<file path="src/hw/rtl/hbp_pkg.sv">
package hbp_pkg;

    localparam int MAX_CODE_LEN = 32;
    localparam int SYMBOL_COUNT = 256;
    localparam int LEN_LIMIT    = (MAX_CODE_LEN < 32) ? MAX_CODE_LEN : 32;

    localparam int SYM_W  = 8;
    localparam int CODE_W = 32;
    localparam int LEN_W  = 6;
    localparam int PEND_W = 7;
    localparam int PCNT_W = 3;
    localparam int BYTE_W = 8;
    localparam int CNT_W  = 32;
    localparam int ACC_W  = PEND_W + CODE_W;
    localparam int TOT_W  = 6;
    localparam int ADDR_W = $clog2(SYMBOL_COUNT);

    localparam logic [1:0] ACT_LOAD   = 2'd0;
    localparam logic [1:0] ACT_ENCODE = 2'd1;
    localparam logic [1:0] ACT_FLUSH  = 2'd2;

    typedef struct packed {
        logic [1:0]        action;
        logic [SYM_W-1:0]  symbol;
        logic [CODE_W-1:0] entry_code;
        logic [LEN_W-1:0]  entry_length;
    } hbp_in_t;

    typedef struct packed {
        logic [BYTE_W-1:0] out_byte;
        logic              last_of_run;
        logic [CNT_W-1:0]  bytes_so_far;
    } hbp_out_t;

    typedef struct packed {
        logic [LEN_W-1:0]  len;
        logic [CODE_W-1:0] code;
    } entry_t;

    localparam int ENTRY_W = $bits(entry_t);

    typedef struct packed {
        logic capture;
        logic exec;
        logic emit;
        logic finish;
    } dp_cmd_t;

    typedef struct packed {
        logic has_byte;
        logic out_free;
    } dp_status_t;

endpackage

</file>
<file path="src/hw/rtl/hbp_ctrl.sv">
module hbp_ctrl (
    input  logic               aclk,
    input  logic               aresetn,
    input  logic               s_valid,
    output logic               s_ready,
    input  hbp_pkg::dp_status_t status,
    output hbp_pkg::dp_cmd_t    cmd
);
    import hbp_pkg::*;

    typedef enum logic [1:0] {
        ST_IDLE,
        ST_EXEC,
        ST_EMIT
    } state_t;

    state_t state_reg, state_next;
    logic   ready_reg, ready_next;

    always_comb begin
        cmd         = '0;
        state_next  = state_reg;
        ready_next  = ready_reg;
        cmd.capture = s_valid && ready_reg;
        case (state_reg)
            ST_IDLE: begin
                if (s_valid && ready_reg) begin
                    state_next = ST_EXEC;
                    ready_next = 1'b0;
                end
            end
            ST_EXEC: begin
                cmd.exec   = 1'b1;
                state_next = ST_EMIT;
            end
            ST_EMIT: begin
                if (status.has_byte) begin
                    cmd.emit = status.out_free;
                end else begin
                    cmd.finish = 1'b1;
                    state_next = ST_IDLE;
                    ready_next = 1'b1;
                end
            end
            default: begin
                state_next = ST_IDLE;
                ready_next = 1'b1;
            end
        endcase
    end

    always_ff @(posedge aclk) begin
        if (!aresetn) begin
            state_reg <= ST_IDLE;
            ready_reg <= 1'b1;
        end else begin
            state_reg <= state_next;
            ready_reg <= ready_next;
        end
    end

    assign s_ready = ready_reg;

endmodule

</file>
<file path="config.mk">
export PLATFORM = sky130hd
export DESIGN_NAME = hbp_ctrl
export DESIGN_NICKNAME = d
export VERILOG_FILES = /design/src/hw/rtl/hbp_pkg.sv /design/src/hw/rtl/hbp_ctrl.sv
export SDC_FILE = /design/constraint.sdc
export NUM_CORES = 1
export LEC_CHECK = 0
export BUFFER_PORTS_ARGS = -buffer_cell sky130_fd_sc_hd__buf_2
export CAP_MARGIN = 25
export CORE_AREA = 2 2 39 41
export CTS_BUF_LIST = sky130_fd_sc_hd__clkbuf_16
export DETAILED_ROUTE_END_ITERATION = 8
export DIE_AREA = 0 0 41 43
export PLACE_DENSITY = 0.33
export SYNTH_ARGS = -nofsm -noshare
export SYNTH_HDL_FRONTEND = slang
export SYNTH_SLANG_ARGS = --single-unit
</file>
<file path="constraint.sdc">
create_clock -name aclk -period 0.9 [get_ports aclk]
set_clock_uncertainty 0.05 [all_clocks]
set_input_delay 0.045 -clock aclk [delete_from_list [all_inputs] [get_ports aclk]]
set_output_delay 0.045 -clock aclk [all_outputs]
set_load 0.01 [all_outputs]
</file>
==> results of run 1 <==
==> kinds of logic (layout without fill, tap and decap cells) <==
group	count (synthesis)	count (layout)	share of synthesized area, %
buf+inv	1	16	5.09
compound gates	3	3	11.9
simple gates	10	10	42.4
flops	3	3	40.7
==> power groups by stage <==
| stage | registers, mW | logic [mW] | clock network, mW |
|---|---|---|---|
| finish | 0.158 | 0.0975 | 0.692 |
| global route | 0.160 | 0.107 | 0.718 |
| CTS | 0.157 | 0.0836 | 0.704 |
| detailed placement | 0.156 | 0.0658 | 0 |
| global placement | 0.155 | 0.0649 | 0 |
| floorplan | 0.157 | 0.0358 | 0 |
==> final timing paths <==
path / from / end / slack [ns] / cells after the start
min: status[1] / state_reg[1]$_SDFFE_PN0P_ / 0.15 / 3
min reg2reg: state_reg[0]$_SDFFE_PN0P_ / s_ready$_SDFFE_PN1P_ / 0.53 / 2
max reg2reg: state_reg[1]$_SDFFE_PN0P_ / state_reg[1]$_SDFFE_PN0P_ / 0.01 / 3
max: state_reg[1]$_SDFFE_PN0P_ / cmd[1] / -0.15 / 3
==> per-layer routing <==
| layer | part of all wire, % | wire (microns) |
|---|---|---|
| met1 | 46 | 214 |
| met4 | 0 | 0 |
| met5 | 0 | 0 |
| met2 | 39 | 184 |
| met3 | 15 | 70 |
==> cell type report <==
cell class | count | area [sq um] | share of cell area [%]
repair buffers | 12 | 76.3 | 22.4
flip-flops and latches | 3 | 63.8 | 18.8
clock buffers | 3 | 75.1 | 22.1
clock inverters | 1 | 3.75 | 1.10
well taps | 16 | 20.0 | 5.88
multi-input cells | 13 | 101 | 29.8
==> cells in the final DEF (no fill, tap or decap) <==
master,count
a21oi_2,1
and2_4,1
nor2b_1,1
inv_1,1
dfxtp_2,3
dlygate4sd3_1,1
nand2b_4,1
and3_1,2
o21ai_1,1
buf_4,2
nor2_1,1
o21a_1,1
nor3b_1,1
buf_6,1
nor2b_4,1
buf_2,8
clkbuf_16,3
and2b_1,1
and2_1,1
==> critical path: stages (launching register included) <==
cell	delay, ns
dfxtp_2	0.33
nor2b_4	0.14
and3_1	0.15
buf_2	0.12
==> repair_timing <==
item / 4_1_cts / 5_1_grt
setup endpoints to repair: 5 / 6
pin swaps: 3 / 3
setup buffers: 1 / 0
hold buffers: 1 / 0
gates resized for setup: 6 / 3
endpoints found under the hold margin: 1 / 0
==> qor.csv, run 1 <==
metric;value;unit
status;finished, violations left;
failing checks;setup timing;
setup_tns;-0.355;ns
synthesized area per cell;8.68;sq um
Max Buffers Root-to-Sink;2;
WHS;0.146;ns
syn nets;22;
Rows;14;
met2 GRT Util;7.81;%
Int Pwr;779;uW
First-pass DRT Iterations;1;
Die X;41;microns
biggest area consumer among synthesized cells;dfxtp_1;
sequential power share;16.6;%
CP arrival;0.96;ns
grt total ovfl;0;
FFs w/ async S/R, synth;0;%
Initial Util;10.7;%
final setup violation count;3;
Synth Warn #;0;
antenna-violating nets left;0;
RD Place Congestion;0.517;
Tot Pwr;947;uW
vias in the first global route;180;
Setup CP Type;reg -> out;
Area contributors post-synth;dfxtp_1 (41%), and2_1 (8.5%), and3_1 (8.5%);
pre-CTS setup slack;-0.0266;ns
die area;1760;sq um
Num CTS Buffers;3;
Fmax;952;MHz
Placed Cells;42;
Final Max Slew Viols;0;
largest net degree at the start of global routing;6;
Peak VDD IR;1560;uV
commonest cells in the netlist;dfxtp_1 (3), and2_1 (2), and3_1 (2), nor2b_1 (2);
switching power;168;uW
# H-tree levels;1;
root buffer cell;clkbuf_16;
core footprint;1380;sq um
number of placed I/O pins;10;
met3 Track Usage GR;7.85;%
DP Area;213;sq um
clk_lat worst skew;0.22;ns
top cell type's share of synthesized area;40.7;%
count leader, synth;dfxtp_1;
crit start category;register;
CP Max Fanout;3;
routed len/inst;9.77;microns
Post-Route WL;469;microns
Most Crowded Layer GR;met4;
die height;43;microns
initial antenna violation count;0;
Cells after Synth;17;
synthesis-to-layout area growth;131;%
clk sinks;3;
DRT iter0 DRCs;0;
ANT cells;0;
gr usage total;7.62;%
Fill cells;153;
Port Buffers;9;
ys flop type;dfxtp_1;
worst hold-check path type;in -> reg;
fin util;24.6;%
RSZ-0062 raised after global routing;yes;
layout cells sized above 1;65.6;%
power density cells;2780;nW/um^2
Max-Cap Viols;0;
Final Cycle Share;117;%
clk slew on worst S/H paths;0.03;ns
fin cells;48;
DR vias/cell;3.50;
number of synthesized flops with an enable pin;0;
# DRC;0;
Worst Slack Setup Final;-0.151;ns
CTS tree;done;
Synth Register Bits;3;
via count;168;
Final Hold Viols;0;
Synth cell types;12;
Worst Tran Pin Value;0.166;ns
nets;38;
fin area;340;sq um
CP required;0.81;ns
Comb pwr share;10.3;%
met1 global-route usage;7.67;%
leakage dissipation;0.168;nW
relative slew slack;88.9;%
min Tclk post-route;1.05;ns
Clock power frac;73.1;%
global-route wire length before repair;738;microns
Largest register FFs;2;
Mapped Area;148;sq um
register area share after synthesis;40.7;%
sw frac;17.7;%
crit path capture type;output port;
No activity file was read; power rests on OpenSTA's default activity.
==> run 2: changes to the inputs <==
--- a/config.mk
+++ b/config.mk
@@ -11,7 +11,7 @@
 export CTS_BUF_LIST = sky130_fd_sc_hd__clkbuf_16
 export DETAILED_ROUTE_END_ITERATION = 8
 export DIE_AREA = 0 0 41 43
-export PLACE_DENSITY = 0.33
+export PLACE_DENSITY = 0.32
 export SYNTH_ARGS = -nofsm -noshare
 export SYNTH_HDL_FRONTEND = slang
 export SYNTH_SLANG_ARGS = --single-unit
==> constraint.sdc (replaced) <==
create_clock -name aclk -period 1.2 [get_ports aclk]
set_clock_uncertainty 0.05 [all_clocks]
set_input_delay 0.24 -clock aclk [delete_from_list [all_inputs] [get_ports aclk]]
set_output_delay 0.24 -clock aclk [all_outputs]
set_load 0.01 [all_outputs]
==> run 2 against run 1 <==
  * Design area decreased by 8.5%
  * The run still ends with setup timing left
  * Combinational power fell by 44%
  * Highest routed layer is now met4
  * Die area is the same
  * Non-clock buffer count down 2
  * Flip-flop and latch count stayed put
  * Routed wire length shrank 13%
  * Global-route usage is 1.3 points lower
  * Count of clock-buffer cells in the layout did not move
  * First-iteration DRC count unchanged
  * Register-to-register slack better by 0.29 ns
==> qor.csv, run 2 (same netlist as run 1, synthesis figures left out) <==
metric;value;unit
status;finished, violations left;
failing checks;setup timing;
initial antenna violation count;0;
pre-CTS setup slack;0.0832;ns
relative slew slack;88.9;%
die height;43;microns
worst flop-to-flop path endpoint;state_reg[1]$_SDFFE_PN0P_;
# H-tree levels;1;
Final Hold Viols;0;
root buffer cell;clkbuf_16;
vias in the first global route;140;
fin area;312;sq um
global-route wire length before repair;600;microns
crit start category;register;
DRT iter0 DRCs;0;
r2r startpoint;state_reg[1]$_SDFFE_PN0P_;
core footprint;1380;sq um
CP Max Fanout;3;
Setup CP Type;reg -> out;
ANT cells;0;
Fill cells;154;
Peak VDD IR;735;uV
power density cells;2230;nW/um^2
clk_lat worst skew;0.22;ns
clk sinks;3;
die area;1760;sq um
Post-Route WL;410;microns
setup slack, reg-to-reg;0.30;ns
Final Max Slew Viols;0;
Fmax;800;MHz
synthesis-to-layout area growth;111;%
CP arrival;0.96;ns
Port Buffers;9;
Hold Path Depth;2;
Max-Cap Viols;0;
fin cells;46;
leakage dissipation;0.154;nW
Max Buffers Root-to-Sink;2;
number of placed I/O pins;10;
# DRC;0;
Initial Util;10.7;%
CTS Hold Bufs;0;
Rows;14;
gr usage total;6.32;%
Final Cycle Share;104;%
nets;36;
Die X;41;microns
Hold Path Sink;s_ready$_SDFFE_PN1P_;
RD Place Congestion;0.546;
DP Area;205;sq um
DR vias/cell;3.63;
Worst Tran Pin Value;0.166;ns
Worst Slack Setup Final;-0.0496;ns
routed len/inst;8.91;microns
crit path capture type;output port;
final setup violation count;2;
First-pass DRT Iterations;1;
R2R cell count;3;
largest net degree at the start of global routing;6;
Hold Path Origin;aresetn;
most common cell after layout, fill and taps aside;buf_2;
via count;167;
antenna-violating nets left;0;
most frequent cells in the layout;buf_2 (8), clkbuf_16 (3), and2_1 (2), and3_1 (2), dfxtp_2 (2);
Largest register FFs;2;
grt total ovfl;0;
CTS tree;done;
layout cells sized above 1;56.7;%
min Tclk post-route;1.25;ns
RSZ-0062 raised after global routing;yes;
worst hold-check path type;in -> reg;
CP required;0.91;ns
Placed Cells;41;
clk slew on worst S/H paths;0.03;ns
Num CTS Buffers;3;
[run 2: changes by cell type in the layout (fill, tap and decap cells not counted)]
cell,change
and2_1,+1
dfxtp_2,-1
dlygate4sd3_1,-1
a21oi_2,-1
and2_4,-1
a21oi_1,+1
buf_4,-1
dfxtp_4,+1
nand2b_4,-1
nand2b_1,+1
[run 2: stage by stage]
| step | setup TNS [ns] | util, % | hold slack (ns) | total power, mW |
|---|---|---|---|---|
| after floorplan | 0 | - | 0.270 | 0.144 |
| after global placement | 0 | 14.8 | 0.420 | 0.163 |
| after detailed placement | 0 | 14.8 | 0.414 | 0.163 |
| after CTS | -0.0968 | 21.8 | 0.191 | 0.697 |
| after global routing | -0.213 | 22.5 | 0.207 | 0.724 |
| final | -0.0965 | 22.5 | 0.189 | 0.694 |
[run 2: worst max path at each step]
stage	endpoint	from	depth (start not counted)	slack (ns)
2_1_floorplan	cmd[0]	state_reg[1]$_SDFFE_PN0P_	2	0.20
3_5_place_dp	cmd[0]	state_reg[1]$_SDFFE_PN0P_	3	0.08
4_1_cts	cmd[0]	state_reg[1]$_SDFFE_PN0P_	3	-0.05
5_1_grt	cmd[0]	state_reg[1]$_SDFFE_PN0P_	3	-0.11
3_3_place_gp	cmd[1]	state_reg[1]$_SDFFE_PN0P_	3	0.12
6_report	cmd[0]	state_reg[1]$_SDFFE_PN0P_	3	-0.05
[run 2: timing repair]
action	CTS	global route
setup endpoints to repair	2	4
resized for setup	4	3
setup buffers	1	0
[run 2: critical path, stage by stage (launching register included)]
cell and delay [ns]:
dfxtp_2 0.32, nor2b_4 0.15, nor2b_1 0.13, buf_2 0.13
[run 2: per-layer routing]
layer	track usage, %	vias up	share of wire (%)
li1	-	83	-
met5	0	-	0
met4	10.0	0	6.1
met1	7.37	66	54
met3	5.24	4	15
met2	4.69	14	25
[run 2: layout make-up]
class | count | area, sq um | area share (%)
repair buffers | 10 | 58.8 | 18.9
flip-flops and latches | 3 | 66.3 | 21.3
clock inverters | 1 | 3.75 | 1.20
multi-input cells | 13 | 87.6 | 28.1
clock buffers | 3 | 75.1 | 24.1
well taps | 16 | 20.0 | 6.43
[run 2: power breakdown]
part	switching [mW]	internal (mW)	total [mW]
Sequential	0.00864	0.109	0.118
Combinational	0.0233	0.0313	0.0546
Clock	0.0912	0.430	0.521
Total	0.123	0.570	0.694
